File: src/design/ign_pkg.sv
// Shared types and constants for the igniter arm/fire sequencer.
// No dependencies; used by ign_step and igniter_arm_fire_sequencer.
package ign_pkg;

    typedef enum logic [2:0] {
        ST_SAFE  = 3'd0,
        ST_IDLE  = 3'd1,
        ST_ARMED = 3'd2,
        ST_IGN   = 3'd3,
        ST_POST  = 3'd4
    } t_mode;

    typedef enum logic [2:0] {
        REQ_NONE     = 3'd0,
        REQ_ARM      = 3'd1,
        REQ_DISARM   = 3'd2,
        REQ_RESET    = 3'd3,
        REQ_FIRE     = 3'd4,
        REQ_STOP_LOG = 3'd5
    } t_req;

    localparam int unsigned CFG_IDX_W  = 2;
    localparam int unsigned CFG_DATA_W = 16;

    localparam logic [CFG_IDX_W-1:0] CFG_IGN_SEL    = 2'd0;
    localparam logic [CFG_IDX_W-1:0] CFG_CONT_THR   = 2'd1;
    localparam logic [CFG_IDX_W-1:0] CFG_FIRE_DUR   = 2'd2;
    localparam logic [CFG_IDX_W-1:0] CFG_BEEP_HALF  = 2'd3;

    localparam logic [1:0]  SEL_ONE  = 2'd0;
    localparam logic [1:0]  SEL_TWO  = 2'd1;
    localparam logic [1:0]  SEL_BOTH = 2'd2;

    localparam logic [1:0]  RST_IGN_SEL   = SEL_TWO;
    localparam logic [9:0]  RST_CONT_THR  = 10'd682;
    localparam logic [15:0] RST_FIRE_DUR  = 16'd5000;
    localparam logic [15:0] RST_BEEP_HALF = 16'd500;

    typedef struct packed {
        logic [1:0]  igniter_sel;
        logic [9:0]  cont_thr;
        logic [15:0] fire_dur;
        logic [15:0] beep_half;
    } t_cfg;

    typedef struct packed {
        t_mode mode;
        logic  drive_one;
        logic  drive_two;
        logic  buzzer;
        logic  logging;
    } t_flags;

    // Packed MSB first: sys_state ends up in the lowest bits.
    typedef struct packed {
        logic  logging_on;
        logic  fault;
        logic  ack;
        logic  buzzer;
        logic  drive_two;
        logic  drive_one;
        t_mode sys_state;
    } t_result;

    localparam int unsigned RES_W = $bits(t_result);

endpackage

File: src/design/ign_step.sv
// One control pass of the sequencer: commands, cutoff, buzzer, continuity.
// Pure combinational logic; depends on ign_pkg.
module ign_step #(
    parameter int unsigned ADC_BITS   = 10,
    parameter int unsigned TIMER_BITS = 17
) (
    input  logic [2:0]            i_req,
    input  logic                  i_tick,
    input  logic [ADC_BITS-1:0]   i_cont_one,
    input  logic [ADC_BITS-1:0]   i_cont_two,
    input  logic                  i_storage_ready,
    input  ign_pkg::t_cfg         i_cfg,
    input  ign_pkg::t_flags       i_flags,
    input  logic [TIMER_BITS-1:0] i_fire_timer,
    input  logic [TIMER_BITS-1:0] i_beep_timer,
    output ign_pkg::t_flags       o_flags,
    output logic [TIMER_BITS-1:0] o_fire_timer,
    output logic [TIMER_BITS-1:0] o_beep_timer,
    output ign_pkg::t_result      o_result
);

    localparam int unsigned CMP_W = (ADC_BITS > 10) ? ADC_BITS : 10;
    localparam int unsigned TMR_W = (TIMER_BITS > 16) ? TIMER_BITS : 16;

    logic                  sel_one;
    logic                  sel_two;
    logic                  ok_one;
    logic                  ok_two;
    logic                  cont;
    logic                  ack;
    logic                  fault;
    logic [TIMER_BITS-1:0] ft;
    logic [TIMER_BITS-1:0] bt;
    ign_pkg::t_flags       f;

    assign sel_one = (i_cfg.igniter_sel == ign_pkg::SEL_ONE) ||
                     (i_cfg.igniter_sel == ign_pkg::SEL_BOTH);
    assign sel_two = (i_cfg.igniter_sel == ign_pkg::SEL_TWO) ||
                     (i_cfg.igniter_sel == ign_pkg::SEL_BOTH);
    assign ok_one  = CMP_W'(i_cont_one) > CMP_W'(i_cfg.cont_thr);
    assign ok_two  = CMP_W'(i_cont_two) > CMP_W'(i_cfg.cont_thr);

    always_comb begin
        f     = i_flags;
        ack   = 1'b0;
        fault = 1'b0;
        cont  = 1'b0;
        ft    = i_fire_timer;
        bt    = i_beep_timer;

        // timers saturate at all ones
        if (i_tick) begin
            if (ft != '1) ft = ft + 1'b1;
            if (bt != '1) bt = bt + 1'b1;
        end

        unique case (ign_pkg::t_req'(i_req))
            ign_pkg::REQ_ARM: begin
                if (f.mode == ign_pkg::ST_IDLE) begin
                    if (f.logging) begin
                        f.mode = ign_pkg::ST_ARMED;
                        ack    = 1'b1;
                    end else if (i_storage_ready) begin
                        f.logging = 1'b1;
                        f.mode    = ign_pkg::ST_ARMED;
                        ack       = 1'b1;
                    end else begin
                        f.mode = ign_pkg::ST_SAFE;
                        fault  = 1'b1;
                    end
                end
            end
            ign_pkg::REQ_DISARM: begin
                f.mode = ign_pkg::ST_IDLE;
                if (sel_one) f.drive_one = 1'b0;
                if (sel_two) f.drive_two = 1'b0;
                ack = 1'b1;
            end
            ign_pkg::REQ_RESET: begin
                if (f.mode == ign_pkg::ST_POST) begin
                    f.mode = ign_pkg::ST_SAFE;
                    ack    = 1'b1;
                end
            end
            ign_pkg::REQ_FIRE: begin
                if (f.mode == ign_pkg::ST_ARMED) begin
                    f.mode = ign_pkg::ST_IGN;
                    ft     = '0;
                    ack    = 1'b1;
                end
            end
            ign_pkg::REQ_STOP_LOG: begin
                if (f.logging) begin
                    f.logging = 1'b0;
                    ack       = 1'b1;
                end
            end
            default: begin
            end
        endcase

        // drives held on in ignition until the timed cutoff
        if (f.mode == ign_pkg::ST_IGN) begin
            if (TMR_W'(ft) > TMR_W'(i_cfg.fire_dur)) begin
                if (sel_one) f.drive_one = 1'b0;
                if (sel_two) f.drive_two = 1'b0;
                f.mode = ign_pkg::ST_POST;
            end else begin
                if (sel_one) f.drive_one = 1'b1;
                if (sel_two) f.drive_two = 1'b1;
            end
        end

        priority if (f.mode == ign_pkg::ST_SAFE || f.mode == ign_pkg::ST_POST) begin
            f.buzzer = 1'b0;
        end else if (f.mode == ign_pkg::ST_ARMED) begin
            f.buzzer = 1'b1;
        end else if (f.mode == ign_pkg::ST_IDLE) begin
            if (TMR_W'(bt) > TMR_W'(i_cfg.beep_half)) begin
                bt       = '0;
                f.buzzer = ~f.buzzer;
            end
        end else begin
        end

        // igniter select three picks nothing and leaves the mode alone
        if (sel_one || sel_two) begin
            cont = (!sel_one || ok_one) && (!sel_two || ok_two);
            if (cont) begin
                if (f.mode == ign_pkg::ST_SAFE) f.mode = ign_pkg::ST_IDLE;
            end else if (f.mode == ign_pkg::ST_IDLE || f.mode == ign_pkg::ST_ARMED) begin
                f.mode = ign_pkg::ST_SAFE;
            end
        end
    end

    assign o_flags      = f;
    assign o_fire_timer = ft;
    assign o_beep_timer = bt;

    always_comb begin
        o_result.sys_state  = f.mode;
        o_result.drive_one  = f.drive_one;
        o_result.drive_two  = f.drive_two;
        o_result.buzzer     = f.buzzer;
        o_result.ack        = ack;
        o_result.fault      = fault;
        o_result.logging_on = f.logging;
    end

endmodule

File: src/design/igniter_arm_fire_sequencer.sv
// Top level of the igniter arm/fire sequencer: input register, state, result register.
// Depends on ign_pkg and ign_step.
//
// Usage: each item on the slave stream is one control pass (command, ms tick, two
// continuity samples, storage-ready flag). Every item yields exactly one result item
// on the master stream with the safety mode, drive bits, buzzer, ack, fault and
// logging flag after that pass.
// Configuration writes (igniter select, continuity threshold, fire duration, beep half
// period) go through the cfg channel, which is always ready; write them while idle.
// Path: an accepted item is held in the input register; its result is computed from it
// and registered in the result register as soon as that register is free or being read,
// and is shown on the master side from then on.
// Throughput: one item per cycle while the receiver is ready; the pass logic between
// input register and result register sets this figure, and a stalled receiver holds back the input side.
// Reset (i_rst_n low, synchronous) returns the mode to safe, clears drives, timers,
// buzzer and logging, empties both registers and reloads the configuration defaults.
// When the receiver stalls, the result holds; one more item still enters the input
// register, and the input side then stalls until the result is taken.
module igniter_arm_fire_sequencer #(
    parameter int unsigned ADC_BITS   = 10,
    parameter int unsigned TIMER_BITS = 17
) (
    input  logic                           i_clk,
    input  logic                           i_rst_n,
    input  logic                           i_s_axis_tvalid,
    output logic                           o_s_axis_tready,
    // req_type[2:0], tick, cont_one, cont_two, storage_ready, zero fill
    input  logic [((2*ADC_BITS+5+7)/8)*8-1:0] i_s_axis_tdata,
    output logic                           o_m_axis_tvalid,
    input  logic                           i_m_axis_tready,
    // sys_state[2:0], drive_one, drive_two, buzzer, ack, fault, logging_on, zero fill
    output logic [15:0]                    o_m_axis_tdata,
    input  logic                           i_cfg_valid,
    output logic                           o_cfg_ready,
    input  logic [ign_pkg::CFG_IDX_W-1:0]  i_cfg_index,
    input  logic [ign_pkg::CFG_DATA_W-1:0] i_cfg_data
);

    localparam int unsigned OFS_C1  = 4;
    localparam int unsigned OFS_C2  = OFS_C1 + ADC_BITS;
    localparam int unsigned OFS_RDY = OFS_C2 + ADC_BITS;

    logic                  r_in_valid;
    logic [2:0]            r_req;
    logic                  r_tick;
    logic [ADC_BITS-1:0]   r_cont_one;
    logic [ADC_BITS-1:0]   r_cont_two;
    logic                  r_storage_ready;

    ign_pkg::t_cfg         r_cfg;
    ign_pkg::t_flags       r_flags;
    logic [TIMER_BITS-1:0] r_fire_timer;
    logic [TIMER_BITS-1:0] r_beep_timer;

    logic                  r_out_valid;
    ign_pkg::t_result      r_result;

    ign_pkg::t_flags       n_flags;
    logic [TIMER_BITS-1:0] n_fire_timer;
    logic [TIMER_BITS-1:0] n_beep_timer;
    ign_pkg::t_result      n_result;

    logic                  adv;
    logic                  in_take;

    assign adv             = r_in_valid && (!r_out_valid || i_m_axis_tready);
    assign o_s_axis_tready = !r_in_valid || adv;
    assign in_take         = i_s_axis_tvalid && o_s_axis_tready;
    assign o_cfg_ready     = 1'b1;

    ign_step #(
        .ADC_BITS   (ADC_BITS),
        .TIMER_BITS (TIMER_BITS)
    ) u_step (
        .i_req           (r_req),
        .i_tick          (r_tick),
        .i_cont_one      (r_cont_one),
        .i_cont_two      (r_cont_two),
        .i_storage_ready (r_storage_ready),
        .i_cfg           (r_cfg),
        .i_flags         (r_flags),
        .i_fire_timer    (r_fire_timer),
        .i_beep_timer    (r_beep_timer),
        .o_flags         (n_flags),
        .o_fire_timer    (n_fire_timer),
        .o_beep_timer    (n_beep_timer),
        .o_result        (n_result)
    );

    // input register
    always_ff @(posedge i_clk) begin
        if (!i_rst_n) begin
            r_in_valid <= 1'b0;
        end else if (in_take) begin
            r_in_valid <= 1'b1;
        end else if (adv) begin
            r_in_valid <= 1'b0;
        end
        if (in_take) begin
            r_req           <= i_s_axis_tdata[2:0];
            r_tick          <= i_s_axis_tdata[3];
            r_cont_one      <= i_s_axis_tdata[OFS_C1 +: ADC_BITS];
            r_cont_two      <= i_s_axis_tdata[OFS_C2 +: ADC_BITS];
            r_storage_ready <= i_s_axis_tdata[OFS_RDY];
        end
    end

    // configuration registers
    always_ff @(posedge i_clk) begin
        if (!i_rst_n) begin
            r_cfg.igniter_sel <= ign_pkg::RST_IGN_SEL;
            r_cfg.cont_thr    <= ign_pkg::RST_CONT_THR;
            r_cfg.fire_dur    <= ign_pkg::RST_FIRE_DUR;
            r_cfg.beep_half   <= ign_pkg::RST_BEEP_HALF;
        end else if (i_cfg_valid && o_cfg_ready) begin
            unique case (i_cfg_index)
                ign_pkg::CFG_IGN_SEL:   r_cfg.igniter_sel <= i_cfg_data[1:0];
                ign_pkg::CFG_CONT_THR:  r_cfg.cont_thr    <= i_cfg_data[9:0];
                ign_pkg::CFG_FIRE_DUR:  r_cfg.fire_dur    <= i_cfg_data;
                ign_pkg::CFG_BEEP_HALF: r_cfg.beep_half   <= i_cfg_data;
                default: begin
                end
            endcase
        end
    end

    // sequencer state and result register
    always_ff @(posedge i_clk) begin
        if (!i_rst_n) begin
            r_flags.mode      <= ign_pkg::ST_SAFE;
            r_flags.drive_one <= 1'b0;
            r_flags.drive_two <= 1'b0;
            r_flags.buzzer    <= 1'b0;
            r_flags.logging   <= 1'b0;
            r_fire_timer      <= '0;
            r_beep_timer      <= '0;
            r_out_valid       <= 1'b0;
        end else if (adv) begin
            r_flags      <= n_flags;
            r_fire_timer <= n_fire_timer;
            r_beep_timer <= n_beep_timer;
            r_out_valid  <= 1'b1;
        end else if (i_m_axis_tready) begin
            r_out_valid  <= 1'b0;
        end
        if (adv) begin
            r_result <= n_result;
        end
    end

    assign o_m_axis_tvalid = r_out_valid;
    assign o_m_axis_tdata  = {{(16 - ign_pkg::RES_W){1'b0}}, r_result};

    a_ack_fault_excl: assert property (@(posedge i_clk) disable iff (!i_rst_n)
        r_out_valid |-> !(r_result.ack && r_result.fault))
        else $error("ack and fault raised together");

    // a failed arm drops to safe, and continuity may lift it straight back to idle
    a_fault_safe: assert property (@(posedge i_clk) disable iff (!i_rst_n)
        (r_out_valid && r_result.fault) |->
            (r_result.sys_state == ign_pkg::ST_SAFE || r_result.sys_state == ign_pkg::ST_IDLE))
        else $error("fault outside safe or idle");

    a_armed_buzz: assert property (@(posedge i_clk) disable iff (!i_rst_n)
        (r_out_valid && r_result.sys_state == ign_pkg::ST_ARMED) |-> r_result.buzzer)
        else $error("buzzer off while armed");

    a_state_track: assert property (@(posedge i_clk) disable iff (!i_rst_n)
        $past(adv) && $past(i_rst_n) |-> (r_result.sys_state == r_flags.mode))
        else $error("result mode differs from held mode");

endmodule
File: config.mk
export PLATFORM = sky130hd
export DESIGN_NAME = igniter_arm_fire_sequencer
export DESIGN_NICKNAME = d
export VERILOG_FILES = /design/src/design/ign_pkg.sv /design/src/design/ign_step.sv /design/src/design/igniter_arm_fire_sequencer.sv
export SDC_FILE = /design/constraint.sdc
export NUM_CORES = 1
export LEC_CHECK = 0
export BUFFER_PORTS_ARGS = -buffer_cell sky130_fd_sc_hd__buf_2
export CORE_MARGIN = 2
export CORE_UTILIZATION = 64
export CTS_CLUSTER_SIZE = 28
export DETAILED_ROUTE_END_ITERATION = 16
export PLACE_DENSITY_LB_ADDON = 0.1
export SLEW_MARGIN = 20
export SYNTH_ARGS = -nofsm -noshare
export SYNTH_HDL_FRONTEND = slang
export SYNTH_HIERARCHICAL = 1
export SYNTH_SLANG_ARGS = --single-unit
File: constraint.sdc
create_clock -name i_clk -period 7.75 [get_ports i_clk]
set_clock_uncertainty 0.1 [all_clocks]
set_input_delay 1.55 -clock i_clk [delete_from_list [all_inputs] [get_ports i_clk]]
set_output_delay 1.55 -clock i_clk [all_outputs]
set_load 0.02 [all_outputs]
[Yosys cells after proc, flatten, opt, wreduce, memory -nomap -nowiden]
Cells that the tools add are included.
Storage, ports and cells
  register bits after elaboration: 121
  input port bits: 55
Cells by class
  multiplexer cells: 48
  eq/ne operators: 19
  $lt $le $gt $ge: 4
  reductions and logical operators: 26
  bitwise operators: 3
  add/sub/neg operators: 2
Operators by type and width (count)
  $mux W17: 10
  $add A17 B1 Y17 const B: 2
  $gt A17 B16 Y1: 2
  $ne A17 B17 Y1 const B: 2
  $mux W3: 8
  $mux W1: 22
  $gt A10 B10 Y1: 2
  $eq A3 B2 Y1 const B: 5
  $eq A3 B3 Y1 const B: 4
  $pmux W3 S4: 1
  $eq A3 B1 Y1 const B: 3
  $logic_or A1 B1 Y1: 9
  $mux W2: 4
  $reduce_and A2 Y1: 4
  $eq A2 B2 Y1 const B: 3
  $mux W5: 1
  $pmux W1 S5: 1
  $eq A2 B1 Y1 const B: 2
  $logic_not A1 Y1: 4
  $logic_not A2 Y1: 2
  $reduce_bool A2 Y1: 2
  $logic_and A1 B1 Y1: 3
  $logic_not A3 Y1: 1
  $not A1 Y1: 3
  2 further kinds: 2

[Longest topological paths before layout]
Gate-level depths: netlist of the first run.
  depth in word-level cells: 13
  depth in mapped cells: 16
  depth with buffers taken out: 16

[Cells and area by module]
Netlist of the first run, hierarchy kept.
Modules (own cells, without submodules)
  igniter_arm_fire_sequencer: area an instance 4366.7 sq um, seq. area each 2762.6 sq um, instances 1, cells an instance 403
  ign_step: area an instance 2829.0 sq um, seq. area each 0.0 sq um, instances 1, cells an instance 412

[Worst setup path after synthesis of the first run]
OpenSTA, ideal clock, no wires.
  path kind: reg-to-reg
  start: reg r_beep_timer[0]
  end: reg r_result (netlist bit o_m_axis_tdata[5]), data pin
  path slack: 4.128 ns
  stages on the path, launching flop included: 15
  required time: 7.399 ns
  library setup time: 0.251 ns
  buffers on the path: 1
  arrival time: 3.271 ns
  period minus slack after synthesis: 3.622 ns
  cells stage by stage: dfxtp_1 -> ha_1 -> nand4_1 -> or2_2 -> o2111a_1 -> nor3b_1 -> xor2_1 -> ha_1 -> o21ai_0 -> o21a_1 -> o41ai_1 -> a21oi_1 -> a311o_1 -> o2111a_1 -> buf_4
RTL lines
  from (decl): RTL line igniter_arm_fire_sequencer.sv:53  | logic [TIMER_BITS-1:0] r_beep_timer;
  from (signal assigned): RTL line igniter_arm_fire_sequencer.sv:141  | r_beep_timer <= n_beep_timer;
  to (signal assigned): RTL line igniter_arm_fire_sequencer.sv:147  | r_result <= n_result;
  to (decl): RTL line igniter_arm_fire_sequencer.sv:56  | ign_pkg::t_result r_result;

[Worst setup path after layout of the first run]
  start: reg r_beep_timer[0]
  end: reg r_beep_timer[1]
On the way
  word-level cells in the longest chain between the ends: 8
  elaborated cells on any way between the ends: 9
RTL lines
  $add A17 B1 Y17 / $ne A17 B17 Y1 (equally long branches): RTL line ign_step.sv:54  | if (bt != '1) bt = bt + 1'b1;
  $mux W17: RTL line ign_step.sv:54
  $mux W17 (*): RTL line ign_step.sv:52  | if (i_tick) begin
  $gt A17 B16 Y1: RTL line ign_step.sv:119  | if (TMR_W'(bt) > TMR_W'(i_cfg.beep_half)) begin
  $mux W17: RTL line ign_step.sv:119
  $mux W17: RTL line ign_step.sv:118  | end else if (f.mode == ign_pkg::ST_IDLE) begin
  $mux W17: RTL line ign_step.sv:116  | end else if (f.mode == ign_pkg::ST_ARMED) begin
  $mux W17 (*): RTL line ign_step.sv:114  | priority if (f.mode == ign_pkg::ST_SAFE || f.mode == ign_pkg::ST_POST) begin
  via n_beep_timer[1]: RTL line igniter_arm_fire_sequencer.sv:60  | logic [TIMER_BITS-1:0] n_beep_timer;
The timed path passes the listed nets; every way through them passes the cells marked *.
A chain may end at the register's enable or synchronous reset.

==> parameters.txt, run 1 <==
Parameter                              Value

Outcome
  Status    complete, no violations

Routing
  Iter 0 DRT Violations    549
  Average routed wire per standard cell    15.91 um
  Via-to-Cell Ratio    5.887
  Number of nets with antenna violations after detailed routing    0
  Number of iterations in the first detailed-routing pass    5
  Post-route DRC    0
  Post-Route WL    15910 um
  Overall via count from detail_route    5887

Final layout
  Final cell area excluding filler cells    7905 um2
  Diodes inserted    0
  Growth of design area from synthesis to finish    9.859%
  Ratio of cells with drive above 1 in the final layout    13.72%
  Number of nets in the finished design    959
  Leading cell types in the layout, fill and taps excluded    146 x sky130_fd_sc_hd__nand2_1, 87 x sky130_fd_sc_hd__dfxtp_1, 57 x sky130_fd_sc_hd__buf_2, 57 x sky130_fd_sc_hd__ha_1, 55 x sky130_fd_sc_hd__inv_1
  Most frequent standard cell in the layout excluding fill and tap cells    sky130_fd_sc_hd__nand2_1

STA
  Setup TNS    0 ns
  Final hold vios    0
  Slew of the pin with the lowest slew margin    1.063 ns
  Final worst-path cycle share    60.32%
  Top achievable clock speed    213.9 MHz
  Setup repair after global routing missed its margin    false
  Max-slew violation total from the final report    0
  Relative slew slack    29.01%
  Setup-violating endpoint count in the final report    0
  Crit path time final    4.675 ns

Hold path
  Beginning of the worst hold path    r_cfg[9]$_SDFFE_PN0P_
  Terminating pin of the worst hold path    r_cfg[9]$_SDFFE_PN0P_
  Min-Delay Path Depth    2
  Class of the most critical hold timing path    flop to flop

Floorplan
  Area of the die    12110 um2
  Die width    110.0 um
  Die extent in y    110.0 um
  Count of standard-cell rows    38
  Initial standard-cell utilization of the core    66.09%
  Core Area    10890 um2
  Boundary Pins    74

Global route
  Via count of the first global-routing pass    5419
  Initial antenna violation count    0
  Wire length of the first global-routing pass    25540 um
  All-layer global routing usage    27.65%
  Pin count of the biggest net entering global routing    112
  GRT Residual Overflow    0

Placed design
  Placed cell areas    7353 um2
  Gpl congestion    0.9026
  Number of input and output port buffers inserted    58
  HPWL after detailed placement    11390 um

Worst setup path
  Crit end category    flop
  Capture point of the worst reg-to-reg path    r_beep_timer[1]$_SDFFE_PN0P_
  Reg2reg setup slack    3.07 ns
  CP arrival    5.03 ns
  Crit Path Class    flop to flop
  Required time at the endpoint of the critical path    8.11 ns
  Reg2Reg Launch Point    r_beep_timer[0]$_SDFFE_PN0P_
  Crit-path max FO    14
  Number of cells on the worst reg-to-reg path    15
  Type of element launching the critical path    flop

CTS
  Postcts setup bufs    0
  Worst-skew pair later-pin latency    0.53 ns
  TritonCTS clock tree    yes
  TritonCTS Buffers    17
  Number of gates given a new drive strength after cts    0
  Clock slew seen by the registers of the worst setup and hold paths    0.06 ns
  Number of buffers on the longest clock path    2
  CTS sink cnt    121
  Number of hold-repair buffers added at the cts stage    0
  Deepest level of the CTS H-tree    4
  Root buffer cell    sky130_fd_sc_hd__clkbuf_8

Synth
  Leading register cell type out of synthesis    sky130_fd_sc_hd__dfxtp_1
  Post-synthesis instance area    7196 um2
  Ys Warns    6
  Leading post-synthesis cells by cell area    sky130_fd_sc_hd__dfxtp_1 24%, sky130_fd_sc_hd__edfxtp_1 14%, sky130_fd_sc_hd__ha_1 9.9%
  Area share of the largest cell type after synthesis    24.20%
  Post-synth top area cell    sky130_fd_sc_hd__dfxtp_1
  FFs w/ async S/R, synth    0%
  Number of enable-type register cells in the synthesized netlist    34
  Flip-flop and latch count after synthesis    121
  Proportion of synthesized chip area in sequential cells    38.39%
  Number of different library cells in the post-synthesis netlist    68
  Avg Synthesized Cell Area    8.829 um2
  Synthesized netlist cell count    815

Power and ir drop
  Pwr dens    196.6 nW/um2
  Static leakage    3.335 nW
  Worst-case vdd ir drop    0.1806 mV
  Final total power    1.554 mW

Job
  Max-cap viol count    0
-- synth_stat cells (3+ instances only) --
cell type,n
sky130_fd_sc_hd__nor2_1,36
sky130_fd_sc_hd__a21oi_1,20
sky130_fd_sc_hd__mux2i_1,52
sky130_fd_sc_hd__inv_1,55
sky130_fd_sc_hd__ha_1,57
sky130_fd_sc_hd__nor4_1,5
sky130_fd_sc_hd__clkbuf_1,9
sky130_fd_sc_hd__o21a_1,6
sky130_fd_sc_hd__o41ai_1,3
sky130_fd_sc_hd__o2111a_1,3
sky130_fd_sc_hd__buf_2,13
sky130_fd_sc_hd__and4_1,6
sky130_fd_sc_hd__o31a_1,13
sky130_fd_sc_hd__a211oi_1,6
sky130_fd_sc_hd__or3_1,6
sky130_fd_sc_hd__nor2b_1,9
sky130_fd_sc_hd__and3_2,3
sky130_fd_sc_hd__nand2_1,146
sky130_fd_sc_hd__nand3_1,52
sky130_fd_sc_hd__edfxtp_1,34
sky130_fd_sc_hd__buf_4,23
sky130_fd_sc_hd__dfxtp_1,87
sky130_fd_sc_hd__nand2b_1,3
sky130_fd_sc_hd__o21ai_0,47
sky130_fd_sc_hd__xor2_1,7
sky130_fd_sc_hd__xnor2_1,19
sky130_fd_sc_hd__nor3_1,18
sky130_fd_sc_hd__nand4_1,15
sky130_fd_sc_hd__buf_6,7
sky130_fd_sc_hd__or2_2,4
sky130_fd_sc_hd__and2_1,5
-- power breakdown --
| group | internal (mW) | switching [mW] | total [mW] |
|---|---|---|---|
| Clock | 0.432 | 0.308 | 0.739 |
| Combinational | 0.0485 | 0.0827 | 0.131 |
| Sequential | 0.672 | 0.0122 | 0.684 |
| Total | 1.15 | 0.402 | 1.55 |
-- metrics by stage --
stage / setup WS, ns / utilization [%] / cells / hold slack [ns]
final: 3.075 / 72.60 / 1000 / 0.3572
after global routing: 2.653 / 72.60 / 1000 / 0.3782
after CTS: 3.187 / 72.59 / 1000 / 0.3612
after detailed placement: 3.232 / 67.54 / 968 / 0.3515
after global placement: 3.288 / 67.54 / 968 / 0.3420
after floorplan: 4.128 / - / 821 / 0.3296
-- flip-flops by register name (all words and copies together) (netlist names) --
register and cells:
o_m_axis_tdata 9, o_m_axis_tvalid 1, r_beep_timer 17, r_cfg 44
r_cont_one 10, r_cont_two 10, r_fire_timer 17, r_flags 7
r_in_valid 1, r_req 3, r_storage_ready 1, r_tick 1
-- routing by layer --
| metal | vias to the layer above | wire, um | global-route usage, % |
|---|---|---|---|
| li1 | 2920 | - | - |
| met5 | - | 0 | 0 |
| met4 | 0 | 242 | 9.042 |
| met3 | 19 | 768 | 7.290 |
| met2 | 161 | 7640 | 46.54 |
| met1 | 2787 | 7260 | 34.51 |
-- worst max-delay path by stage --
| stage | startpoint | endpoint | cells after the start |
|---|---|---|---|
| 5_1_grt | r_beep_timer[0]$_SDFFE_PN0P_ | r_beep_timer[14]$_SDFFE_PN0P_ | 15 |
| 3_3_place_gp | r_beep_timer[0]$_SDFFE_PN0P_ | r_beep_timer[1]$_SDFFE_PN0P_ | 15 |
| 3_5_place_dp | r_beep_timer[0]$_SDFFE_PN0P_ | r_beep_timer[14]$_SDFFE_PN0P_ | 15 |
| 4_1_cts | r_beep_timer[0]$_SDFFE_PN0P_ | r_beep_timer[1]$_SDFFE_PN0P_ | 15 |
| 6_report | r_beep_timer[0]$_SDFFE_PN0P_ | r_beep_timer[1]$_SDFFE_PN0P_ | 15 |
| 2_1_floorplan | r_beep_timer[0]$_SDFFE_PN0P_ | o_m_axis_tdata[5]$_DFFE_PP_ | 14 |
-- worst max-delay path, stage by stage (launching register included) --
cell                        delay (ns)
sky130_fd_sc_hd__dfxtp_1          0.39
sky130_fd_sc_hd__ha_1             0.23
sky130_fd_sc_hd__nand4_1          0.19
sky130_fd_sc_hd__or2_2            0.37
sky130_fd_sc_hd__o2111ai_2        0.36
sky130_fd_sc_hd__nor2_1           0.09
sky130_fd_sc_hd__xor2_1           0.18
sky130_fd_sc_hd__ha_1             0.33
sky130_fd_sc_hd__nand4_2          0.16
sky130_fd_sc_hd__nor4_1           0.53
sky130_fd_sc_hd__o41ai_1          0.16
sky130_fd_sc_hd__a211oi_2         0.90
sky130_fd_sc_hd__nor3_1           0.22
sky130_fd_sc_hd__nor2b_1          0.17
sky130_fd_sc_hd__nand2_1          0.06
sky130_fd_sc_hd__mux2i_1          0.16
-- cell families (layout without fill, tap and decap cells) --
logic type	Yosys count	in the layout	synth area share, %
DFF	121	121	38.39
other	2	8	0.1044
and+or+nand+nor	323	323	21.46
AOI/OAI and AO/OA	125	125	11.77
muxes	53	53	7.390
xor gates and xnor gates	26	26	3.165
adders and majority gates	57	57	9.911
buffers and inverters	108	147	7.807
-- final cells by class --
| class | instances | area (um2) |
|---|---|---|
| clock buffers | 17 | 414.1 |
| well taps | 140 | 175.2 |
| inverters | 55 | 206.4 |
| repair buffers | 60 | 307.8 |
| multi-input cells | 592 | 3902 |
| fillers | 831 | 2983 |
| clock inverters | 15 | 136.4 |
| flip-flops and latches | 121 | 2763 |
No activity file was read; power rests on OpenSTA's default activity.
==> run 2, diff against run 1 <==
--- a/config.mk
+++ b/config.mk
@@ -7,7 +7,7 @@
 export LEC_CHECK = 0
 export BUFFER_PORTS_ARGS = -buffer_cell sky130_fd_sc_hd__buf_2
 export CORE_MARGIN = 2
-export CORE_UTILIZATION = 64
+export CORE_UTILIZATION = 60
 export CTS_CLUSTER_SIZE = 28
 export DETAILED_ROUTE_END_ITERATION = 16
 export PLACE_DENSITY_LB_ADDON = 0.1
==> constraint.sdc (replaced) <==
create_clock -name i_clk -period 4.8 [get_ports i_clk]
set_clock_uncertainty 0.1 [all_clocks]
set_input_delay 0.96 -clock i_clk [delete_from_list [all_inputs] [get_ports i_clk]]
set_output_delay 0.96 -clock i_clk [all_outputs]
set_load 0.02 [all_outputs]
==> run 2 against run 1 <==
Combinational power increased by 61%. Sequential share of layout area decreased by 0.25 points. Global-route usage decreased by 1.8 points. Register-to-register slack got worse by 2.4 ns. Highest routed layer unchanged.
==> parameters.txt, run 2 (synthesis results as in run 1) <==
Parameter                              Value

Final layout
  Most frequent standard cell in the layout excluding fill and tap cells    sky130_fd_sc_hd__nand2_1
  Growth of design area from synthesis to finish    10.64%
  Number of nets in the finished design    960
  Leading cell types in the layout, fill and taps excluded    146 x sky130_fd_sc_hd__nand2_1, 87 x sky130_fd_sc_hd__dfxtp_1, 57 x sky130_fd_sc_hd__buf_2, 57 x sky130_fd_sc_hd__ha_1, 55 x sky130_fd_sc_hd__inv_1
  Flip-flop count of the largest register, all copies and words added    44
  Final cell area excluding filler cells    7961 um2
  Register containing the most flip-flops in the final layout    r_cfg
  Layout fillers    939
  Largest registers in the final layout    r_cfg x44, r_beep_timer x17, r_fire_timer x17
  Ratio of cells with drive above 1 in the final layout    13.59%
  Diodes inserted    0

Hold path
  Class of the most critical hold timing path    flop to flop
  Beginning of the worst hold path    r_cfg[12]$_SDFFE_PN0P_

Placed design
  Gpl congestion    0.8982
  Placed cell areas    7365 um2
  HPWL after detailed placement    11520 um
  Number of input and output port buffers inserted    58
  Placement-stage worst setup slack    0.7828 ns

Floorplan
  Area of the die    12880 um2
  Die extent in y    113.5 um
  Core Area    11560 um2
  Initial standard-cell utilization of the core    62.22%
  Count of standard-cell rows    39
  Boundary Pins    74
  Die width    113.5 um

CTS
  TritonCTS clock tree    yes
  Number of buffers on the longest clock path    2
  Postcts setup bufs    0
  Number of hold-repair buffers added at the cts stage    0
  TritonCTS Buffers    17
  Root buffer cell    sky130_fd_sc_hd__clkbuf_16
  CTS sink cnt    121
  Clock slew seen by the registers of the worst setup and hold paths    0.06 ns
  Number of gates given a new drive strength after cts    0
  Worst-skew pair later-pin latency    0.42 ns
  Deepest level of the CTS H-tree    4

STA
  Setup WS post-layout    0.6583 ns
  Final hold vios    0
  Setup TNS    0 ns
  Slew of the pin with the lowest slew margin    0.9915 ns
  Top achievable clock speed    241.4 MHz
  Relative slew slack    33.70%
  Crit path time final    4.142 ns
  Max-slew violation total from the final report    0
  Setup repair after global routing missed its margin    false
  Setup-violating endpoint count in the final report    0
  Final worst-path cycle share    86.28%

Global route
  Wire length of the first global-routing pass    26390 um
  Global routing met2 resource utilization    42.63%
  GRT Residual Overflow    0
  GRT Max-Usage Layer    met2
  Via count of the first global-routing pass    5645
  Initial antenna violation count    0
  Pin count of the biggest net entering global routing    102
  All-layer global routing usage    25.86%
  GR met1 Demand/Resource    33.19%
  Met3 usage in global routing    5.313%

Routing
  Overall via count from detail_route    5828
  Post-route DRC    0
  Iter 0 DRT Violations    552
  Number of nets with antenna violations after detailed routing    0
  Post-Route WL    16010 um
  Via-to-Cell Ratio    5.805
  Average routed wire per standard cell    15.94 um
  Number of iterations in the first detailed-routing pass    6

Outcome
  Status    complete, no violations

Worst setup path
  Critical path's top delay family    simple AND/OR/NAND/NOR gates
  Setup crit start    r_beep_timer[0]$_SDFFE_PN0P_
  Reg2Reg Launch Point    r_beep_timer[0]$_SDFFE_PN0P_
  Sequence of cells on the critical path    ha_1 > nand4_1 > or2_2 > o2111a_1 > nor3b_1 > xor2_1 > ha_1 > o21ai_0 > o21a_1 > o41ai_1 > a211oi_2 > buf_4 > nor3_1 > nor2b_1 > nand2_1 > mux2i_1
  Crit-path max FO    14
  Reg2reg setup slack    0.66 ns
  Delay of the slowest cell on the worst path    0.51 ns
  CP arrival    4.32 ns
  Crit Path Class    flop to flop
  Crit end category    flop
  Required time at the endpoint of the critical path    4.98 ns
  Type of element launching the critical path    flop
  Max stage delay cell, worst path    sky130_fd_sc_hd__o41ai_1
  Buffers and inverters on the worst path    1
  Worst path most repeated cell    sky130_fd_sc_hd__ha_1

Power and ir drop
  Worst-case vdd ir drop    0.2525 mV
  Static leakage    3.357 nW
  Final total power    2.600 mW
  Pwr dens    326.6 nW/um2

Job
  Max-cap viol count    0
run 2: cell types whose count changed in the layout (fill, tap and decap cells not counted):
cell,change
sky130_fd_sc_hd__clkinv_4,+4
sky130_fd_sc_hd__clkbuf_8,-1
sky130_fd_sc_hd__clkbuf_16,+2
sky130_fd_sc_hd__clkbuf_1,+2
sky130_fd_sc_hd__buf_4,+1
sky130_fd_sc_hd__inv_4,-3
sky130_fd_sc_hd__bufinv_16,+1
sky130_fd_sc_hd__clkinvlp_4,-1
sky130_fd_sc_hd__inv_6,-3
sky130_fd_sc_hd__inv_8,-1
run 2: final cells by class:
cell class	count	area, um2	area share [%]
Multi-Input combinational cell	592	3902	49.02
Sequential cell	121	2763	34.70
Clock buffer	20	457.9	5.752
Timing Repair Buffer	61	315.3	3.960
Inverter	55	206.4	2.593
Tap cell	143	178.9	2.247
Clock inverter	12	137.6	1.729
run 2: worst paths after layout:
check,end,cells after the start
max,r_beep_timer[1]$_SDFFE_PN0P_,16
min,r_cfg[12]$_SDFFE_PN0P_,2
max reg2reg,r_beep_timer[1]$_SDFFE_PN0P_,16
min reg2reg,r_cfg[12]$_SDFFE_PN0P_,2
run 2: power by group:
part,internal (mW),leakage [nW],switching [mW]
clock,0.800,0.295,0.485
combinational,0.0777,2.03,0.133
sequential,1.08,1.04,0.0193
run 2: worst min-delay path, stage by stage, from the launching register on:
cell	delay [ns]
sky130_fd_sc_hd__dfxtp_1	0.31
sky130_fd_sc_hd__nand3_1	0.06
sky130_fd_sc_hd__nand2_1	0.04
run 2: through the flow:
stage	std cells	hold slack (ns)	util, %
CTS	1004	0.3511	68.83
global placement	972	0.3445	63.68
global route	1004	0.3944	68.84
detailed placement	972	0.3434	63.68
floorplan	821	0.3296	-
finish	1004	0.3490	68.84
run 2: routing by layer:
metal,vias to the layer above,share of wire [%]
met5,-,0
met4,0,2.0
met3,28,4.4
met2,156,47
met1,2727,46
li1,2917,-
